### config.mk
export PLATFORM = sky130hd
export DESIGN_NAME = mlp_ram
export DESIGN_NICKNAME = d
export VERILOG_FILES = /design/src/mlp_ram.sv
export SDC_FILE = /design/constraint.sdc
export NUM_CORES = 1
export LEC_CHECK = 0
export BUFFER_PORTS_ARGS = -buffer_cell sky130_fd_sc_hd__buf_2
export CELL_PAD_IN_SITES_DETAIL_PLACEMENT = 0
export CELL_PAD_IN_SITES_GLOBAL_PLACEMENT = 1
export CORE_MARGIN = 2
export CORE_UTILIZATION = 58
export DETAILED_ROUTE_END_ITERATION = 16
export GPL_ROUTABILITY_DRIVEN = 0
export PLACE_DENSITY = 0.83
export REMOVE_ABC_BUFFERS = 1
export SLEW_MARGIN = 25
export SYNTH_ARGS = -nofsm -noshare
export SYNTH_HDL_FRONTEND = slang
export SYNTH_SLANG_ARGS = --single-unit
### constraint.sdc
create_clock -name i_clk -period 6.25 [get_ports i_clk]
set_clock_uncertainty 0.15 [all_clocks]
set_input_delay 0.9375 -clock i_clk [delete_from_list [all_inputs] [get_ports i_clk]]
set_output_delay 0.9375 -clock i_clk [all_outputs]
set_load 0.01 [all_outputs]
### src/mlp_ram.sv
// Generic single-port-write, registered-read RAM.
`timescale 1ns / 1ps
module mlp_ram #(
    parameter int WIDTH = 16,
    parameter int DEPTH = 16
) (
    input  logic                     i_clk,
    input  logic                     i_we,
    input  logic [$clog2(DEPTH)-1:0] i_waddr,
    input  logic [WIDTH-1:0]         i_wdata,
    input  logic [$clog2(DEPTH)-1:0] i_raddr,
    output logic [WIDTH-1:0]         o_rdata
);
    logic [WIDTH-1:0] r_mem [DEPTH];
    always_ff @(posedge i_clk) begin
        if (i_we) r_mem[i_waddr] <= i_wdata;
        o_rdata <= r_mem[i_raddr];
    end
endmodule

After elaboration in Yosys (flattened, before gate mapping)

Memory sizes are Yosys's and may differ from the RTL's. A register that Yosys moved wholly into a read port is not among the register bits.
Index checks and enable logic that the tools add are counted.

Register bits after elaboration: 0
Latch bits: 0
RAM bits: 256
ROM bits: 0
Output and inout bits: 16
Memories kept: 1

$add $sub $neg: 0
Multipliers: 0
Div/mod/pow operators: 0
Order comparisons: 0
Equal/unequal tests: 0
Shifts and indexed selects: 0
Mux-type cells: 2
Bitwise logic cells: 0
Reductions and logical operators: 0

Memory list:

| memory | depth | bits a word | read ports | clocked after Yosys merged registers in | write ports | RTL line | RTL |
|---|---|---|---|---|---|---|---|
| r_mem  | 16    | 16          | 1          | 1                                       | 1           | 14       | `logic [WIDTH-1:0] r_mem [DEPTH];` |

Operators with widths:

| cell             | count |
|---|---|
| 2-to-1 mux 1 bit | 2 |

Depth between registers and ports, before layout

Gate-level depths: netlist (run 1).

Depth in word-level cells: 2
Gate-level depth with buffers: 5
Gate-level depth less buffers: 3

Least setup slack after synthesis (run 1)

Ideal clock, no wire load.

Kind: input-to-reg
Start point: input port i_waddr[2]
End point: memory r_mem[0][0], enable pin
Setup time: 0.409 ns
Arrival: 2.583 ns
Slack: 3.107 ns
Stages on the path: 2
Path buffers: 0
Path through: or3b_2 > nor3_1

RTL lines:

| what               | RTL line | RTL |
|---|---|---|
| start: declaration | 9        | `input logic [$clog2(DEPTH)-1:0] i_waddr,` |
| end: declaration   | 14       |  |

No word-level cell before the write port.

==> results of run 1 <==
==> routing by layer <==
layer | wire [um] | global-route usage, % | vias to the layer above
met5 | 0 | 0 | -
met3 | 1119 | 3.779 | 35
met4 | 476 | 6.481 | 0
met2 | 10320 | 38.95 | 163
met1 | 7363 | 29.02 | 2432
li1 | - | - | 1975
==> critical path, cell delays in order <==
cell and delay (ns):
sky130_fd_sc_hd__buf_4 0.55, sky130_fd_sc_hd__buf_4 0.59, sky130_fd_sc_hd__mux4_2 0.58, sky130_fd_sc_hd__a22oi_1 0.24
sky130_fd_sc_hd__nand2_1 0.09
==> worst paths after layout <==
path	from	to	cells past startpoint
worst min register to register	r_mem[15][3]$_DFFE_PP_	o_rdata[3]$_DFF_P_	3
worst max register to register	r_mem[11][7]$_DFFE_PP_	o_rdata[7]$_DFF_P_	3
worst max-delay path	i_raddr[0]	o_rdata[7]$_DFF_P_	5
worst min-delay path	r_mem[15][3]$_DFFE_PP_	o_rdata[3]$_DFF_P_	3
==> cell families after synthesis <==
family	synth area share (%)
simple gates	1.918
flops	79.73
mux	14.73
compound gates	2.392
buf+inv	1.233
==> layout by cell type, fill, tap and decap left out <==
cell type,n
sky130_fd_sc_hd__nor3_2,4
sky130_fd_sc_hd__clkbuf_1,7
sky130_fd_sc_hd__dfxtp_1,16
sky130_fd_sc_hd__mux4_1,10
sky130_fd_sc_hd__nand3_1,1
sky130_fd_sc_hd__nand2b_1,2
sky130_fd_sc_hd__nor2_1,1
sky130_fd_sc_hd__bufinv_16,4
sky130_fd_sc_hd__clkbuf_8,1
sky130_fd_sc_hd__or3b_2,1
sky130_fd_sc_hd__buf_2,40
sky130_fd_sc_hd__and2_1,1
sky130_fd_sc_hd__a22oi_1,32
sky130_fd_sc_hd__nand3b_1,2
sky130_fd_sc_hd__nand2_1,17
sky130_fd_sc_hd__buf_4,22
sky130_fd_sc_hd__clkinvlp_4,1
sky130_fd_sc_hd__clkinv_2,4
sky130_fd_sc_hd__nor2_2,12
sky130_fd_sc_hd__nor2b_1,2
sky130_fd_sc_hd__edfxtp_1,256
sky130_fd_sc_hd__clkbuf_16,27
sky130_fd_sc_hd__mux4_2,54
sky130_fd_sc_hd__clkinv_1,5
==> final cells by class <==
| class | instances | area (um2) |
|---|---|---|
| Fill cell | 1067 | 5618 |
| Multi-Input combinational cell | 139 | 1962 |
| Timing Repair Buffer | 62 | 365.4 |
| Clock inverter | 14 | 166.4 |
| Tap cell | 225 | 281.5 |
| Clock buffer | 35 | 715.7 |
| Sequential cell | 272 | 8008 |
==> Yosys cell counts <==
library cell	n
sky130_fd_sc_hd__nand3b_1	2
sky130_fd_sc_hd__mux4_1	10
sky130_fd_sc_hd__and2_1	1
sky130_fd_sc_hd__nor2_1	13
sky130_fd_sc_hd__a22oi_1	32
sky130_fd_sc_hd__edfxtp_1	256
sky130_fd_sc_hd__nor3_1	4
sky130_fd_sc_hd__or3b_2	1
sky130_fd_sc_hd__mux4_2	54
sky130_fd_sc_hd__nand2b_1	2
sky130_fd_sc_hd__clkbuf_1	8
sky130_fd_sc_hd__buf_2	3
sky130_fd_sc_hd__buf_6	4
sky130_fd_sc_hd__buf_4	3
sky130_fd_sc_hd__buf_1	3
sky130_fd_sc_hd__nor2b_1	2
sky130_fd_sc_hd__nand3_1	1
sky130_fd_sc_hd__dfxtp_1	16
sky130_fd_sc_hd__nand2_1	17
==> state kept, by name, summed over array words and instances, names as in the netlist <==
name / cells
o_rdata: 16
r_mem: 256
==> through the flow <==
step / hold WS (ns) / cells / area [um2] / utilization, %
finish: 0.5236 / 747 / 11500 / 67.18
global route: 0.5448 / 747 / 11500 / 67.18
CTS: 0.5309 / 747 / 11500 / 67.18
detailed placement: 0.5155 / 698 / 10620 / 62.02
global placement: 0.5024 / 698 / 10620 / 62.02
floorplan: 0.4849 / 411 / 9920 / -
==> report_power, final <==
group / switching [uW] / internal, uW / total (uW)
Sequential: 11.3 / 2040 / 2050
Combinational: 103 / 74.0 / 177
Clock: 625 / 967 / 1590
Total: 739 / 3080 / 3820
==> flow_results.org, run 1 <==
** Synth
- The top cell type by area accounts for 76.54% of the synthesized area.
- Proportion of synthesized chip area in sequential cells :: 79.73%
- Post-synthesis cell type count :: 19
- Gate count after technology mapping :: 432
- The Yosys step of the flow raised 0 warnings.
- Leading post-synthesis cells by cell area :: sky130_fd_sc_hd__edfxtp_1, sky130_fd_sc_hd__mux4_2, sky130_fd_sc_hd__dfxtp_1
- Cell type with the highest aggregate area in the netlist :: sky130_fd_sc_hd__edfxtp_1
- Post-synthesis register bit count :: 272
- After synthesis, the mean cell area works out to 23.25 um2.
- Post-synth design cell area :: 10040 um2

** Placement
- Place WS :: 2.863 ns
- The HPWL after detailed placement is 10.06 mm.
- Count of port buffers added during placement :: 41

** Floorplan
- The floorplan step set the die height to 135.6 um.
- Chip width :: 135.6 um
- Count of standard-cell rows :: 48
- In this run the count of I/O pins placed on the die edge is 42.
- The core region is 17120 um2.
- Die outline area :: 18380 um2
- Starting utilization of the core area :: 58.68%

** Pwr
- The worst-case IR drop observed on VDD is 0.2496 mV.
- After layout, the design draws a total of 3820 uW.
- Leakage power summed over all cells :: 0.003774 uW
- Power per standard cell area :: 332.2 nW/um2

** Setup path
- Largest driver fanout on the critical path :: 37
- Worst Path Class, Setup :: input port to register
- STA classifies the critical path endpoint as a register.
- STA classifies the critical path startpoint as an input port.
- For the worst setup path, the data required time is 6.50 ns.
- Critical Path AT :: 3.03 ns
- The setup check on the worst reg-to-reg path leaves a slack of 4.79 ns.

** Global route
- Gr usage total :: 22.21%
- Summed over all layers, the global routing overflow is 0.
- Via count of the first global-routing pass :: 4757
- Number of antenna violations at the first check in global routing :: 0
- Entering global routing, the biggest net connects 65 pins.
- The first global-routing pass estimated 29.01 mm of wire.

** Clocking
- Number of clock sinks seen by CTS :: 272
- Number of H-tree levels :: 1
- Number of buffers created by CTS :: 27
- In this run, post-CTS repair resized a total of 0 instances.
- Clock-pin slew was measured on the worst setup and hold paths at 0.06 ns.
- After clock tree synthesis, the setup repair step added 0 buffers.
- Count of hold buffers inserted by post-cts repair :: 0
- CTS max path bufs :: 3
- At the later pin of the worst-skew pair, clock insertion delay measures 0.52 ns.
- The cell sitting at the root of the clock tree is a sky130_fd_sc_hd__clkbuf_16.
- TritonCTS clock tree :: yes

** Hold path
- The min-delay analysis places its worst path in the category register to register.

** STA
- Shortest clock period the worst path allows after layout :: 2.779 ns
- Tightest slew margin relative to the limit :: 33.70%
- RSZ-0062 raised after global routing :: false
- Setup violations remaining at the end of the flow were counted as 0.
- Worst-Margin Slew :: 0.9945 ns
- The final critical path takes up 44.46% of the cycle.
- Worst Slack Setup Final :: 3.471 ns
- The final number of hold-violating endpoints was 0.
- Count of final max-slew check failures :: 0
- Maximum clock rate :: 0.3599 GHz
- Summed over all failing endpoints, the final setup total negative slack is 0 ns.

** Detailed routing
- Average wire per cell in the routed design :: 25.81 um
- In this run, the number of DRC markers left after iteration 0 of detailed routing was 349.
- Via Count :: 4605
- The count of nets left with antenna violations once routing finished came out at 0.
- Summed over all layers, the routed wires come to 19.28 mm.
- In the routed design, unresolved DRC markers number 0.
- The first detailed-routing pass took 5 iterations.
- Ratio of routed vias to standard cells :: 6.165

** Run status
- Run status :: finished, final reports clean

** Finish
- Net count reported at finish :: 528
- Relative area change from synthesis to final layout :: 14.49%
- 0 antenna diodes ended up in the layout.
- Share of final-layout standard cells stronger than drive strength 1 :: 32.57%

** Job
- Max-capacitance violation count :: 0
(Power assumes the default switching activity.)
==> run 2: changes to the inputs <==
--- a/config.mk
+++ b/config.mk
@@ -9,10 +9,10 @@
 export CELL_PAD_IN_SITES_DETAIL_PLACEMENT = 0
 export CELL_PAD_IN_SITES_GLOBAL_PLACEMENT = 1
 export CORE_MARGIN = 2
-export CORE_UTILIZATION = 58
+export CORE_UTILIZATION = 49
 export DETAILED_ROUTE_END_ITERATION = 16
 export GPL_ROUTABILITY_DRIVEN = 0
-export PLACE_DENSITY = 0.83
+export PLACE_DENSITY = 0.75
 export REMOVE_ABC_BUFFERS = 1
 export SLEW_MARGIN = 25
 export SYNTH_ARGS = -nofsm -noshare
==> constraint.sdc (replaced) <==
create_clock -name i_clk -period 2.3 [get_ports i_clk]
set_clock_uncertainty 0.15 [all_clocks]
set_input_delay 0.345 -clock i_clk [delete_from_list [all_inputs] [get_ports i_clk]]
set_output_delay 0.345 -clock i_clk [all_outputs]
set_load 0.01 [all_outputs]
==> run 2 against run 1 <==
Net effect:
- routed wire length is 1.3% higher
- hold slack got worse by 0.47 ns
- sequential power rose to 2.7 times the previous value
- core utilization down 9.7 points
- non-clock buffer count grew 2
- critical path type is now register to output port
- largest power group unchanged
==> flow_results.org, run 2 (same netlist as run 1, synthesis figures left out) <==
** STA
- Final cycle utilization of the critical path :: 66.24%
- Shortest clock period the worst path allows after layout :: 1.524 ns
- RSZ-0062 raised after global routing :: false (unchanged)
- Tightest hold margin :: 0.05435 ns (was 0.5236 ns)
- Maximum clock rate :: 0.6563 GHz
- The relative slew slack came to 36.27% (was 33.70%).
- Worst-Margin Slew :: 0.9560 ns (was 0.9945 ns)
- Hold Violations, Final :: 0 (unchanged)
- # setup viols final :: 0 (unchanged)
- Total Negative Setup Slacks :: 0 ns (unchanged)
- The worst setup margin came to 0.7764 ns (was 3.471 ns).
- The max-slew violation count is 0 (unchanged).

** Floorplan
- Die outline area :: 21660 um2 (was 18380 um2)
- Ports placed on the boundary :: 42 (unchanged)
- Starting utilization of the core area :: 49.80% (was 58.68%)
- Die Y-Extent :: 147.2 um (was 135.6 um)
- The placeable core region came to 20170 um2 (was 17120 um2).
- The width of the die came to 147.2 um (was 135.6 um).
- The row count came to 52 (was 48).

** Finish
- Net count reported at finish :: 529 (was 528)
- Ant diodes :: 0 (unchanged)
- Share of final-layout standard cells stronger than drive strength 1 :: 31.99% (was 32.57%)
- Max reg flops :: 256 (unchanged)
- The count of fill cells added during filler insertion was 1477 (was 1067).
- Largest registers in the final layout :: r_mem: 256 flops, o_rdata: 16 flops (unchanged)
- Relative area change from synthesis to final layout :: 15.45% (was 14.49%)
- Most frequent standard cell in the layout excluding fill and tap cells :: sky130_fd_sc_hd__edfxtp_1 (unchanged)
- Fin area :: 11590 um2 (was 11500 um2)
- The register name with the most flops is r_mem (unchanged).
- Top library cells by usage in the layout, fill and taps aside :: sky130_fd_sc_hd__edfxtp_1, sky130_fd_sc_hd__mux4_2, sky130_fd_sc_hd__buf_2 (unchanged)
- The share of the core filled with cells came to 57.49% (was 67.18%).

** Detailed routing
- The total number of vias came to 4597 (was 4605).
- Routed wire length :: 19.54 mm (was 19.28 mm)
- Drt initial violations :: 438 (was 349)
- The total DRC errors in the routed layout was 0 (unchanged).
- Average wire per cell in the routed design :: 24.67 um (was 25.81 um)
- The total iterations of the first detailed-routing run came to 5 (unchanged).
- Number of routed nets with antenna violations :: 0 (unchanged)
- The mean number of vias per cell is 5.804 (was 6.165).

** Hold path
- Class of the most critical hold timing path :: input port to register (was register to register)
- The worst hold path cell count is 1 (was 3).
- The worst-case hold path end point was r_mem[5][5]$_DFFE_PP_ (was o_rdata[3]$_DFF_P_).
- The hold path startpoint was i_wdata[5] (was r_mem[15][3]$_DFFE_PP_).

** Clocking
- The maximum buffer depth of the clock tree is 3 (unchanged).
- Post CTS Setup Buffer Count :: 0 (unchanged)
- Root Buffer :: sky130_fd_sc_hd__clkbuf_16 (unchanged)
- Count of hold buffers inserted by post-cts repair :: 0 (unchanged)
- The quantity of gates resized following cts is 0 (unchanged).
- Number of buffers created by CTS :: 26 (was 27)
- Insertion delay to the later sink of the worst-skew pair :: 0.51 ns (was 0.52 ns)
- The clock-pin slew on the worst setup and hold paths is 0.06 ns (about the same).
- The clock tree from TritonCTS is yes (unchanged).
- The clock sink count came to 272 (unchanged).
- Number of H-tree levels :: 1 (unchanged)

** Setup path
- The arrival time at the worst endpoint was 1.03 ns (was 3.03 ns).
- Total buffers and inverters traversed by the critical path :: 1 (was 2)
- The maximum cell stage delay along the critical path was 0.37 ns (was 0.59 ns).
- The end of the worst register-to-register path is o_rdata[6]$_DFF_P_ (was o_rdata[7]$_DFF_P_).
- The element type at the critical path start is a register (was input port).
- Top cell family by delay on the critical path :: flip-flops (was buffers and inverters)
- The type of destination of the critical path is an output port (was register).
- Cells along the critical path :: buf_2 (was buf_4 -> buf_4 -> mux4_2 -> a22oi_1 -> nand2_1)
- The worst flop-to-flop path startpoint was r_mem[9][6]$_DFFE_PP_ (was r_mem[11][7]$_DFFE_PP_).
- The data required time of the critical path came to 1.80 ns (was 6.50 ns).
- The biggest fanout along the worst timing path is 1 (was 37).
- Worst Path Class, Setup :: register to output port (was input port to register)
- Slowest cell on crit path :: sky130_fd_sc_hd__dfxtp_1 (was sky130_fd_sc_hd__buf_4)
- The worst reg2reg path depth was 3 (unchanged).
- R2r setup slk :: 0.83 ns (was 4.79 ns)

** Placement
- Count of port buffers added during placement :: 41 (unchanged)
- The placed instance area is 10790 um2 (was 10620 um2).
- The detailed placement HPWL is 10.50 mm (was 10.06 mm).
- Place WS :: 0.3740 ns (was 2.863 ns)

** Global route
- The most heavily used metal layer in global routing was met2 (unchanged).
- Number of antenna violations at the first check in global routing :: 0 (unchanged)
- Gr usage total :: 18.64% (was 22.21%)
- The met3 usage came to 2.950% (was 3.779%).
- The maximum number of pins on one net before global-route repair was 65 (unchanged).
- Via count of the first global-routing pass :: 4875 (was 4757)
- The wire length of the first global-routing pass came to 29.61 mm (was 29.01 mm).
- Global routing met1 resource utilization :: 27.14% (was 29.02%)
- The met2 routing resource usage after global routing is 29.67% (was 38.95%).
- Grt ovf :: 0 (unchanged)

** Run status
- Run status :: finished, final reports clean (unchanged)

** Pwr
- Power per standard cell area :: 872.6 nW/um2 (was 332.2 nW/um2)
- The worst IR drop on VDD was 0.5273 mV (was 0.2496 mV).
- Leakage power summed over all cells :: 0.003778 uW (was 0.003774 uW)

** Job
- Max-capacitance violation count :: 0 (unchanged)
[run 2: changes by cell type in the layout (fill, tap and decap cells not counted), sizes merged]
cell / delta
bufinv: -2
buf: +2
clkbuf: +1
clkinvlp: -1
[run 2: power breakdown]
| part | total [uW] | leakage, uW | internal, uW | switching (uW) |
|---|---|---|---|---|
| registers | 5570 | 0.00245 | 5540 | 31.8 |
| clock network | 4050 | 0.000393 | 2370 | 1680 |
| logic | 499 | 0.000938 | 215 | 284 |
| total | 10100 | 0.00378 | 8120 | 2000 |
[run 2: worst max path at each step]
| stage | cells after the start | slack (ns) | endpoint | start |
|---|---|---|---|---|
| after floorplan | 2 | -0.25 | r_mem[0][0]$_DFFE_PP_ | i_waddr[2] |
| after global placement | 5 | 0.40 | o_rdata[0]$_DFF_P_ | i_raddr[0] |
| after detailed placement | 5 | 0.37 | o_rdata[4]$_DFF_P_ | i_raddr[0] |
| after CTS | 1 | 0.78 | o_rdata[9] | o_rdata[9]$_DFF_P_ |
| after global routing | 1 | 0.75 | o_rdata[9] | o_rdata[9]$_DFF_P_ |
| final | 1 | 0.78 | o_rdata[9] | o_rdata[9]$_DFF_P_ |
[run 2: layout make-up]
class / instances / area (um2) / share of cell area [%]
clock buffers: 36 / 709.4 / 6.118
well taps: 270 / 337.8 / 2.914
clock inverters: 11 / 97.59 / 0.8417
multi-input cells: 139 / 1962 / 16.92
repair buffers: 64 / 480.5 / 4.144
flip-flops and latches: 272 / 8008 / 69.06
[run 2: routing by layer]
layer / vias to the layer above / wire (um) / part of all wire [%]
met4: 0 / 445 / 2.3
li1: 1976 / - / -
met5: - / 0 / 0
met3: 29 / 1046 / 5.4
met1: 2442 / 8494 / 43
met2: 150 / 9551 / 49
[run 2: through the flow]
| step | std cells | power, uW |
|---|---|---|
| 2_1_floorplan | 411 | 5901 |
| 3_3_place_gp | 745 | 6162 |
| 3_5_place_dp | 745 | 6187 |
| 4_1_cts | 792 | 10200 |
| 5_1_grt | 792 | 10420 |
| 6_report | 792 | 10120 |
